--- config.mk ---
export PLATFORM = sky130hd
export DESIGN_NAME = fgwr_exp_unit
export DESIGN_NICKNAME = d
export VERILOG_FILES = /design/src/rtl/core/fgwr_pkg.sv /design/src/rtl/core/fgwr_exp_unit.sv
export SDC_FILE = /design/constraint.sdc
export NUM_CORES = 1
export LEC_CHECK = 0
export BUFFER_PORTS_ARGS = -buffer_cell sky130_fd_sc_hd__buf_4
export CAP_MARGIN = 20
export CORE_MARGIN = 2
export CORE_UTILIZATION = 41
export DETAILED_ROUTE_END_ITERATION = 6
export PLACE_DENSITY = 0.71
export SYNTH_ARGS = -nofsm -noshare
export SYNTH_HDL_FRONTEND = slang
export SYNTH_SLANG_ARGS = --single-unit
--- constraint.sdc ---
create_clock -name vclk -period 6.4
set_clock_uncertainty 0.05 [all_clocks]
set_input_delay 0.32 -clock vclk [all_inputs]
set_output_delay 0.32 -clock vclk [all_outputs]
set_load 0.05 [all_outputs]
--- src/rtl/core/fgwr_pkg.sv ---
// ----------------------------------------------------------------------------
// fgwr_pkg
// Shared types and constants for the free-group word reducer: the command
// and result transaction structs, opcode and status codes, and the
// sequencer states.
// ----------------------------------------------------------------------------
package fgwr_pkg;

    localparam int DEPTH_DEFAULT    = 256;
    localparam int EXP_BITS_DEFAULT = 32;

    localparam int GEN_W = 16;
    localparam int POW_W = 16;
    localparam int LEN_W = 40;
    localparam int CNT_W = 9;

    typedef enum logic [1:0] {
        OP_PUSH_BACK  = 2'd0,
        OP_PUSH_FRONT = 2'd1,
        OP_QUERY      = 2'd2,
        OP_CLEAR      = 2'd3
    } opcode_t;

    typedef enum logic [1:0] {
        STAT_OK       = 2'd0,
        STAT_FULL     = 2'd1,
        STAT_OVERFLOW = 2'd2
    } status_t;

    typedef enum logic [1:0] {
        ST_IDLE,
        ST_UPDATE,
        ST_SCAN
    } state_t;

    typedef struct packed {
        opcode_t                   opcode;
        logic [GEN_W-1:0]          generator;
        logic signed [POW_W-1:0]   power;
    } cmd_t;

    typedef struct packed {
        status_t                   status;
        logic [LEN_W-1:0]          word_length;
        logic [CNT_W-1:0]          run_count;
        logic signed [LEN_W-1:0]   exponent_sum;
        logic [LEN_W-1:0]          occurrence_count;
    } result_t;

endpackage

--- src/rtl/core/fgwr_exp_unit.sv ---
// ----------------------------------------------------------------------------
// fgwr_exp_unit
// Shared exponent unit: adds a pushed power to a stored exponent, checks
// the sum against the exponent range and forms both magnitudes.
// ----------------------------------------------------------------------------
module fgwr_exp_unit
    import fgwr_pkg::*;
#(
    parameter int EXP_BITS = EXP_BITS_DEFAULT,
    parameter int SUM_W    = ((EXP_BITS > POW_W) ? EXP_BITS : POW_W) + 1
)
(
    input  logic signed [EXP_BITS-1:0]  a,
    input  logic signed [POW_W-1:0]     b,
    output logic signed [SUM_W-1:0]     sum,
    output logic                        fits,
    output logic [EXP_BITS-1:0]         mag_a,
    output logic [SUM_W-1:0]            mag_sum
);

    logic signed [EXP_BITS-1:0] sum_trunc;

    always_comb
    begin
        sum       = SUM_W'(a) + SUM_W'(b);
        sum_trunc = sum[EXP_BITS-1:0];
        fits      = (sum == SUM_W'(sum_trunc));
        mag_a     = a[EXP_BITS-1] ? (~a + 1'b1) : a;
        mag_sum   = sum[SUM_W-1] ? (~sum + 1'b1) : sum;
    end

endmodule

# Word level (Yosys, flattened, before mapping)
# Index checks and enable logic that the tools add are counted.
[classes]
add_sub_neg = 3
muxes = 2
bitwise = 2
n_eq_ne = 1
[op_table]
columns = ["cell", "n"]
rows = [
  ["$add 32x16->33", 1],
  ["$add 33x1->33 const B", 1],
  ["$mux 33", 1],
  ["$not 33->33", 1],
  ["$add 32x1->32 const B", 1],
  ["$mux 32", 1],
  ["$not 32->32", 1],
  ["$eq 1x1->1", 1],
]
[word_totals]
output_inout_bits = 99
wordCells = 8
regBits = 0
inputBits = 48

# Depth between registers and ports, before layout
# Gate-level depths: netlist of the first run.
[depth]
depth_word = 4
mapped_depth = 15
depth_no_buf = 14

# Least setup slack after synthesis of the first run
# No wires, ideal clock.
[synth_timing]
kind = "in2out"
startpoint = "input a[0]"
endpoint = "output mag_sum[31]"
cell_stages = 13
path_buffers = 0
t_required_ps = 6030
arrival_ps = 4908
path_slack_ps = 1122
path_cell_list = "ha_1 > inv_1 > fa_1 > nor2b_1 > o21ai_1 > a211o_1 > a211oi_1 > nor2_1 > a311oi_1 > or3_4 > nor4_1 > a31o_2 > xnor2_1"
[synth_via]
elab_chain_len = 4
[synth_rtl]
columns = ["element", "line", "text"]
rows = [
  ["start: declaration", "fgwr_exp_unit.sv:13", "input logic signed [EXP_BITS-1:0] a,"],
  ["$add 32x16->33", "fgwr_exp_unit.sv:25", "sum = SUM_W'(a) + SUM_W'(b);"],
  ["via sum[24]", "fgwr_exp_unit.sv:15", "output logic signed [SUM_W-1:0] sum,"],
  ["$not 33->33", "fgwr_exp_unit.sv:29", "mag_sum = sum[SUM_W-1] ? (~sum + 1'b1) : sum;"],
  ["$add 33x1->33", "fgwr_exp_unit.sv:29", ""],
  ["$mux 33", "fgwr_exp_unit.sv:29", ""],
  ["end: declaration", "fgwr_exp_unit.sv:18", "output logic [SUM_W-1:0] mag_sum"],
]
# The timed path passes the listed nets, and every way through them passes these cells.

# Final worst setup path of the first run
[layout_timing]
startpoint = "input a[0]"
endpoint = "output mag_sum[24]"
[layout_via]
elab_chain_len = 4
[layout_rtl]
columns = ["element", "line"]
rows = [
  ["$add 32x16->33 *", "fgwr_exp_unit.sv:25"],
  ["$not 33->33", "fgwr_exp_unit.sv:29"],
  ["$add 33x1->33", "fgwr_exp_unit.sv:29"],
  ["$mux 33 *", "fgwr_exp_unit.sv:29"],
]
# Every way passes the cells marked *; elsewhere a longest branch is shown, timed or not.

==> reports/results.ini, run 1 <==
[global_route]
antenna_found_initial = 0
grt_max_degree = 34
grt_busiest_layer = met2
use_met3_pct = 1.44
grt_pass1_vias = 3852
grtUsageMet2_pct = 44.9
grtUsageTotal_pct = 22.8
grt_pass1_wl_um = 17400
grtUsageMet1_pct = 26.9
grt_overflow_total = 0

[placement]
dpl.cell_count = 717
place.gp.congestion = 0.921
pre_cts_ws_ps = 2030
port_buffers = 147
dp_hpwl_um = 9170

[floorplan]
rows = 33
start_util_pct = 41.7
ios = 147
die_area_um2 = 9020
die_w_um = 95.0
core-area_um2 = 8130
die_h_um = 95.0

[setup_path]
crit_chain = buf_4, ha_1, inv_1, fa_1, nor2b_1, o21ai_1, a211o_1, a2111oi_0, a211oi_1, xnor2_1, or4_1, o41ai_1, xnor2_1, buf_4
cp_top_family = compound AO/OA/AOI/OAI gates
critPathArrivalTime_ps = 4080
cp.required_ps = 6030
critPathBufInv = 3
worstSetupStartpointType = input port
path_max_fanout = 7
critPathCaptureType = output pin
max_stage_delay_ps = 650
crit_slowest_cell = or4_1
worstSetupPathType = in2out

[finish]
antennaDiodeCount = 0
seq_cell_count = 0
final_nets = 697
utilization_pct = 55.4
final_cells = 717
regArea_um2 = 0
fillers = 848
multi_input_area_um2 = 3180
synthToLayoutAreaGrowth_pct = 32.9
drive_above_1_share_pct = 28.6
nClkBuffers = 0

[timing]
setup_slack_ps = 1950
fin_hold_ws_ps = 872
slew_headroom_pct = 52.0
fmax_mhz = 225
setup_viol = 0
slew_viol_final = 0
fin_setup_tns_ps = 0
worst_pin_slew_ps = 715
finalHoldViolCount = 0
min_period_ps = 4450
rsz0062_at_grt = false
finalCritPeriodShare_pct = 69.5

[clock_tree]
cts_resized = 0
cts_hold_buf = 0
post_cts_buffers = 0

[synthesis]
synth_top_area_share_pct = 17.8
yosys-top-cells-area = xnor2_1 18%, ha_1 13%, o21ai_0 5.3%
ys_seq_area_share_pct = 0
syn-cell-area_um2 = 3390
yosysMostFrequentCell = xnor2_1
synth_commonest_cells = 69 x xnor2_1, 36 x o21ai_0, 34 x ha_1, 34 x nor2_1
synth.avg_cell_area_um2 = 6.91
synth_cell_types = 67
synth_largest_area_cell = xnor2_1
syn_nets = 574
syn_inst = 491
yosys_warnings = 0

[status]
outcome = finished clean

[power_and_ir_drop]
p_per_area_nw_per_um2 = 253
p_leak_nw = 1.98
ir_worst_vdd_mv = 0.199

[routing]
vias = 4114
via_per_inst = 5.74
wl_um = 10800
dr.pass1.iters = 4
drt_iter0_drc = 121
ant_nets = 0
drc = 0
wl_per_cell_um = 15.0

[min_path]
hp-class = in2out

[flow_run]
cap_violations = 0

[metal layers]
layer	up-vias	wire [µm]
met1	1888	4420
met5	-	0
met3	20	629
met2	146	5540
met4	0	195
li1	2060	-
[area by class of cell]
cell class	count	share of cell area [%]
inverter	22	1.83
multi-input combinational	442	70.6
timing repair buffer	148	24.7
tap	105	2.92
[metrics by stage]
step | area (µm²) | power (mW)
final | 4510 | 1.14
after global routing | 4510 | 1.21
after global placement | 4510 | 1.13
after floorplan | 3390 | 0.829
after detailed placement | 4510 | 1.14
after CTS | 4510 | 1.15
[final timing paths]
| kind | endpoint | slack, ps | cells after the start | from |
|---|---|---|---|---|
| worst min-delay path | mag_a[0] | 870 | 2 | a[0] |
| worst max-delay path | mag_sum[24] | 1950 | 14 | a[0] |
[report_power, final]
group / internal, mW / switching [mW] / total, mW
clock network: 0 / 0 / 0
registers: 0 / 0 / 0
logic: 0.349 / 0.794 / 1.14
total: 0.349 / 0.794 / 1.14
[logic make-up after synthesis]
kind of cell / count (synthesis) / synth area share, %
adder cells (fa/ha/maj): 35 / 13.1
buffers and inverters: 49 / 6.20
AO/OA/AOI/OAI: 170 / 34.0
XOR/XNOR: 81 / 20.9
multiplexers: 3 / 0.959
AND/OR/NAND/NOR: 153 / 24.8
[cells in the final DEF, fill, tap and decap left out, types with 10 or more instances in the layout]
| cell | n |
|---|---|
| xnor2_1 | 69 |
| nand2_1 | 32 |
| xor2_1 | 12 |
| nand3_1 | 12 |
| buf_4 | 148 |
| o31ai_1 | 12 |
| o21ai_0 | 36 |
| inv_1 | 22 |
| nand4_1 | 10 |
| a21oi_1 | 32 |
| nor2_1 | 34 |
| a21o_1 | 20 |
| ha_1 | 34 |
(Power assumes the default switching activity.)
==> run 2: changes to the inputs <==
--- a/config.mk
+++ b/config.mk
@@ -5,12 +5,13 @@
 export SDC_FILE = /design/constraint.sdc
 export NUM_CORES = 1
 export LEC_CHECK = 0
+export ABC_AREA = 1
 export BUFFER_PORTS_ARGS = -buffer_cell sky130_fd_sc_hd__buf_4
 export CAP_MARGIN = 20
 export CORE_MARGIN = 2
 export CORE_UTILIZATION = 41
 export DETAILED_ROUTE_END_ITERATION = 6
-export PLACE_DENSITY = 0.71
+export PLACE_DENSITY = 0.69
 export SYNTH_ARGS = -nofsm -noshare
 export SYNTH_HDL_FRONTEND = slang
 export SYNTH_SLANG_ARGS = --single-unit
==> constraint.sdc (replaced) <==
create_clock -name vclk -period 3.95
set_clock_uncertainty 0.05 [all_clocks]
set_input_delay 0.1975 -clock vclk [all_inputs]
set_output_delay 0.1975 -clock vclk [all_outputs]
set_load 0.05 [all_outputs]
==> run 2 against run 1 <==
Against the previous run:
- first-iteration DRC count rose to 2.9 times the previous value
- cell area is 32% higher
- worst hold slack lost 250 ps
- synthesized cell count is 89% higher
- non-clock buffer count decreased by 1
- sequential share of layout area stayed put
- cell count is 69% higher
- worst setup slack got worse by 1100 ps
- power is 71% higher
- sequential cell count unchanged
- critical path type unchanged
- largest cell class unchanged
==> reports/results.ini, run 2 <==
[setup_path]
critPathBufInv = 7  ; +4
cp_top_family = simple AND/OR/NAND/NOR gates
worst_path_most_repeated_cell = nand2_1
cp.required_ps = 3700  ; -2330 ps
crit_chain = buf_4, ha_1, inv_1, fa_1, inv_1, nand2_1, nand2_1, nand2_1, inv_2, nand2_1, nand2_1, inv_1, nor2_1, nand2_2, nor2_4, nand4_2, o21ai_2, nand2_1, nand2_1, nand2_1, inv_1, buf_4
path_max_fanout = 4  ; -3
critPathCaptureType = output pin
worstSetupStartpointType = input port
critPathArrivalTime_ps = 2830  ; -1250 ps
worstSetupPathType = in2out
max_stage_delay_ps = 400  ; -250 ps
crit_slowest_cell = fa_1

[timing]
fin_setup_tns_ps = 0  ; unchanged
slew_headroom_pct = 66.6  ; +15 points
finalCritPeriodShare_pct = 77.9
slew_viol_final = 0  ; unchanged
rsz0062_at_grt = false
worst_pin_slew_ps = 494  ; -220 ps
finalHoldViolCount = 0  ; unchanged
fin_hold_ws_ps = 625  ; -247 ps
min_period_ps = 3080
fmax_mhz = 325
setup_viol = 0  ; unchanged
setup_slack_ps = 872  ; -1080 ps

[placement]
dp_hpwl_um = 13100  ; +42%
pre_cts_ws_ps = 889  ; -1140 ps
port_buffers = 147  ; unchanged
placed_area_um2 = 5930  ; +32%
dpl.cell_count = 1209  ; +69%
place.gp.congestion = 0.905  ; -1.7%

[floorplan]
die_h_um = 111  ; +17%
ios = 147  ; unchanged
start_util_pct = 41.7  ; -0.046 points
rows = 39  ; +18%
die_w_um = 111  ; +17%
core-area_um2 = 11300  ; +39%
die_area_um2 = 12400  ; +37%

[routing]
drt_iter0_drc = 346  ; +190%
ant_nets = 0  ; unchanged
via_per_inst = 4.85  ; -15%
vias = 5862  ; +42%
dr.pass1.iters = 6  ; +2
wl_um = 14800  ; +37%
wl_per_cell_um = 12.2  ; -19%
drc = 0  ; unchanged

[finish]
final_cells = 1209  ; +69%
fillers = 1295  ; +53%
regArea_um2 = 0  ; unchanged
final_nets = 1151  ; +65%
utilization_pct = 52.4  ; -3.0 points
final_common_cell = nand2_1
nClkBuffers = 0  ; unchanged
drive_above_1_share_pct = 23.5  ; -5.1 points
seq_cell_count = 0  ; unchanged
design_area_um2 = 5930  ; +32%
synthToLayoutAreaGrowth_pct = 25.8
antennaDiodeCount = 0  ; unchanged
final_cell_mix = 341 x nand2_1, 158 x inv_1, 147 x buf_4, 78 x nor2_1, 64 x nand3_1

[synthesis]
synth_cell_types = 41  ; -39%
synth_commonest_cells = 341 x nand2_1, 158 x inv_1, 78 x nor2_1, 64 x nand3_1, 35 x xor2_1
yosys-top-cells-area = nand2_1 27%, inv_1 13%, ha_1 9.0%
yosysMostFrequentCell = nand2_1
synth_top_area_share_pct = 27.1  ; +9.3 points
ys_seq_area_share_pct = 0  ; unchanged
synth.avg_cell_area_um2 = 5.08  ; -26%
synth_largest_area_cell = nand2_1
yosys_warnings = 0  ; unchanged
syn_inst = 928  ; +89%
syn-cell-area_um2 = 4720  ; +39%
syn_nets = 1011  ; +76%

[global_route]
grt_max_degree = 29  ; -15%
antenna_found_initial = 0  ; unchanged
grtUsageTotal_pct = 23.1  ; +0.30 points
grt_pass1_wl_um = 24600  ; +42%
grt_pass1_vias = 5296  ; +37%
grt_overflow_total = 0  ; unchanged

[power_and_ir_drop]
ir_worst_vdd_mv = 0.357  ; +80%
fin_total_pwr_mw = 1.95  ; +71%
p_per_area_nw_per_um2 = 328  ; +30%
p_leak_nw = 3.46  ; +74%

[min_path]
hp-class = in2out

[flow_run]
cap_violations = 0  ; unchanged

[clock_tree]
post_cts_buffers = 0  ; unchanged
cts_resized = 0  ; unchanged
cts_hold_buf = 0  ; unchanged

[status]
outcome = finished clean

[run 2: cell count changes in the layout (fill, tap and decap cells not counted), moves of 19 or more]
cell / delta
a21o_1: -19
inv_1: +136
nand2_1: +309
nand2_2: +32
nand3_1: +52
nor2_1: +44
nor2_2: +19
o21ai_0: -19
xnor2_1: -53
xor2_1: +23
[run 2: routing by layer]
metal	GRT usage (%)	routed length [µm]
met1	30.4	6520
met2	41.2	6990
met3	1.53	896
met4	5.60	365
met5	0	0
[run 2: layout make-up]
type	count	area [µm²]	area share [%]
well taps	143	179	3.01
multi-input cells	742	3980	67.1
repair buffers	147	1100	18.6
inverters	177	669	11.3
[run 2: cells by family (layout without fill, tap and decap cells)]
| group | after synthesis | count (layout) | synth area share, % |
|---|---|---|---|
| AO/OA/AOI/OAI | 57 | 57 | 7.16 |
| adder cells (fa/ha/maj) | 35 | 35 | 9.45 |
| buffers and inverters | 186 | 324 | 15.5 |
| AND/OR/NAND/NOR | 597 | 597 | 57.7 |
| XOR/XNOR | 53 | 53 | 10.2 |
[run 2: power by group]
| group | total, mW | switching (mW) | internal [mW] | leakage [nW] |
|---|---|---|---|---|
| Combinational | 1.95 | 1.40 | 0.553 | 3.46 |
| Clock | 0 | 0 | 0 | 0 |
| Sequential | 0 | 0 | 0 | 0 |
| Total | 1.95 | 1.40 | 0.553 | 3.46 |
[run 2: final timing paths]
path | from | end | slack, ps | depth (start not counted)
max | a[0] | mag_sum[27] | 870 | 22
min | a[0] | mag_a[0] | 630 | 2
==> run 3: changes to the inputs <==
--- a/config.mk
+++ b/config.mk
@@ -11,7 +11,7 @@
 export CORE_MARGIN = 2
 export CORE_UTILIZATION = 41
 export DETAILED_ROUTE_END_ITERATION = 6
-export PLACE_DENSITY = 0.69
+export PLACE_DENSITY = 0.66
 export SYNTH_ARGS = -nofsm -noshare
 export SYNTH_HDL_FRONTEND = slang
 export SYNTH_SLANG_ARGS = --single-unit
==> constraint.sdc (replaced) <==
create_clock -name vclk -period 2.9
set_clock_uncertainty 0.05 [all_clocks]
set_input_delay 0.145 -clock vclk [all_inputs]
set_output_delay 0.145 -clock vclk [all_outputs]
set_load 0.05 [all_outputs]
==> run 3 against run 2 <==
Against the previous run:
- utilization grew 7.9 points
- first-iteration DRC count is 9.2% lower
- critical path depth shrank 3
- non-clock buffer count up 48
- combinational power up 52%
- critical endpoint is now mag_sum[30]
==> reports/results.ini, run 3 (synthesized netlist as in run 2, its figures left out) <==
[routing]
wl_um = 15500  ; +4.8%
vias = 6086  ; +3.8%
via_per_inst = 4.84  ; -0.14%
drc = 0  ; unchanged
dr.pass1.iters = 5  ; -1
ant_nets = 0  ; unchanged
wl_per_cell_um = 12.3  ; +0.75%
drt_iter0_drc = 314  ; -9.2%

[finish]
utilization_pct = 60.3  ; +7.9 points
antennaDiodeCount = 0  ; unchanged
drive_above_1_share_pct = 32.9  ; +9.5 points
seq_cell_count = 0  ; unchanged
final_cell_mix = 332 x nand2_1, 187 x buf_4, 155 x inv_1, 68 x nor2_1, 61 x nand3_1
synthToLayoutAreaGrowth_pct = 44.7
nClkBuffers = 0  ; unchanged
fillers = 1197  ; -7.6%
regArea_um2 = 0  ; unchanged
multi_input_area_um2 = 4460  ; +12%
final_cells = 1257  ; +4.0%
final_nets = 1199  ; +4.2%
design_area_um2 = 6830  ; +15%
final_common_cell = nand2_1

[floorplan]
ios = 147  ; unchanged
core-area_um2 = 11300  ; unchanged
die_w_um = 111  ; unchanged
rows = 39  ; unchanged
die_h_um = 111  ; unchanged
die_area_um2 = 12400  ; unchanged
start_util_pct = 41.7  ; unchanged

[power_and_ir_drop]
ir_worst_vdd_mv = 0.427  ; +19%
p_leak_nw = 3.78  ; +9.4%
netSwitchingPower_mw = 2.01  ; +44%
clkPwrFrac_pct = 0  ; unchanged
fin_total_pwr_mw = 2.96  ; +52%
p_per_area_nw_per_um2 = 433  ; +32%
pwr-share-comb_pct = 100.0  ; about the same
p_sw_share_pct = 67.9  ; -3.7 points
p_seq_share_pct = 0  ; unchanged
p_int_mw = 0.948  ; +72%

[placement]
port_buffers = 147  ; unchanged
dpl.cell_count = 1251  ; +3.5%
place.gp.congestion = 0.936  ; +3.5%
dp_hpwl_um = 13700  ; +4.7%
placed_area_um2 = 6410  ; +7.9%

[min_path]
hp-class = in2out
min_path_cells = 2  ; unchanged
hp-start = a[0]
holdPathEnd = mag_a[0]

[timing]
fmax_mhz = 359
slew_headroom_pct = 67.8  ; +1.2 points
setup_viol = 0  ; unchanged
finalCritPeriodShare_pct = 96.0
slew_viol_final = 0  ; unchanged
worst_pin_slew_ps = 477  ; -17.1 ps
finalHoldViolCount = 0  ; unchanged
min_period_ps = 2780

[global_route]
antenna_found_initial = 0  ; unchanged
grt_max_degree = 20  ; -31%
grt_pass1_vias = 5488  ; +3.6%
grtUsageTotal_pct = 24.0  ; +0.86 points
grt_overflow_total = 0  ; unchanged
grt_pass1_wl_um = 25500  ; +3.8%

[setup_path]
worstSetupStartpointType = input port
critPathCaptureType = output pin
worstSetupPathType = in2out
path_max_fanout = 4  ; unchanged
cp.required_ps = 2710  ; -990 ps
critPathArrivalTime_ps = 2590  ; -240 ps

[flow_run]
cap_violations = 0  ; unchanged

[status]
outcome = finished clean

-- run 3: cell types whose count changed in the layout (fill, tap and decap cells not counted), sizes merged --
| cell | change |
|---|---|
| buf | +48 |
-- run 3: repair_timing --
item / 4_1_cts / 5_1_grt
gates resized for setup: 4 / 79
pin swaps: 1 / 20
endpoints found under the setup margin: 2 / 32
setup buffers: 0 / 6
hold buffers: 0 / 0
-- run 3: per-layer routing --
metal	routed length [µm]	global-route usage, %	vias to the layer above
met2	6910	39.8	166
met3	735	0.929	8
met5	0	0	-
li1	-	-	3227
met4	102	1.98	0
met1	7720	35.9	2685
-- run 3: critical path: stages --
cell	delay, ps
buf_4	90
ha_4	130
inv_2	40
fa_2	590
ha_4	150
inv_1	40
nor2_2	120
nand3_2	100
nor2_4	120
nand2_2	80
nor2_4	160
nand3_4	120
nor2_4	180
nand2_4	90
nand2_4	110
nand2_2	60
nand2_1	50
nand2_1	60
buf_6	150
-- run 3: power by group through the flow --
| stage | logic, mW | clock network (mW) | registers, mW |
|---|---|---|---|
| after global routing | 3.16 | 0 | 0 |
| after detailed placement | 2.83 | 0 | 0 |
| after floorplan | 2.00 | 0 | 0 |
| after global placement | 2.82 | 0 | 0 |
| final | 2.96 | 0 | 0 |
| after CTS | 2.84 | 0 | 0 |
-- run 3: cell type report --
cell class | instances | area share, %
Multi-Input combinational cell | 742 | 65.3
Tap cell | 143 | 2.62
Inverter | 177 | 9.84
Timing Repair Buffer | 195 | 22.2
-- run 3: metrics by stage --
step           hold slack [ps]  worst slack (ps)  TNS [ps]
4_1_cts                    528              3.63         0
3_3_place_gp               524              9.17         0
6_report                   517               115         0
5_1_grt                    526             -31.6     -86.3
2_1_floorplan              345              -108      -108
3_5_place_dp               527             -35.9     -58.0
-- run 3: worst max-delay path by stage --
| stage | from | end | slack, ps | depth (start not counted) |
|---|---|---|---|---|
| after global placement | a[0] | mag_sum[19] | 9 | 15 |
| after CTS | a[0] | mag_sum[22] | 4 | 17 |
| after floorplan | a[0] | mag_sum[12] | -110 | 12 |
| after detailed placement | a[0] | mag_sum[19] | -40 | 15 |
| after global routing | b[15] | mag_sum[25] | -30 | 19 |
| final | b[0] | mag_sum[30] | 120 | 19 |
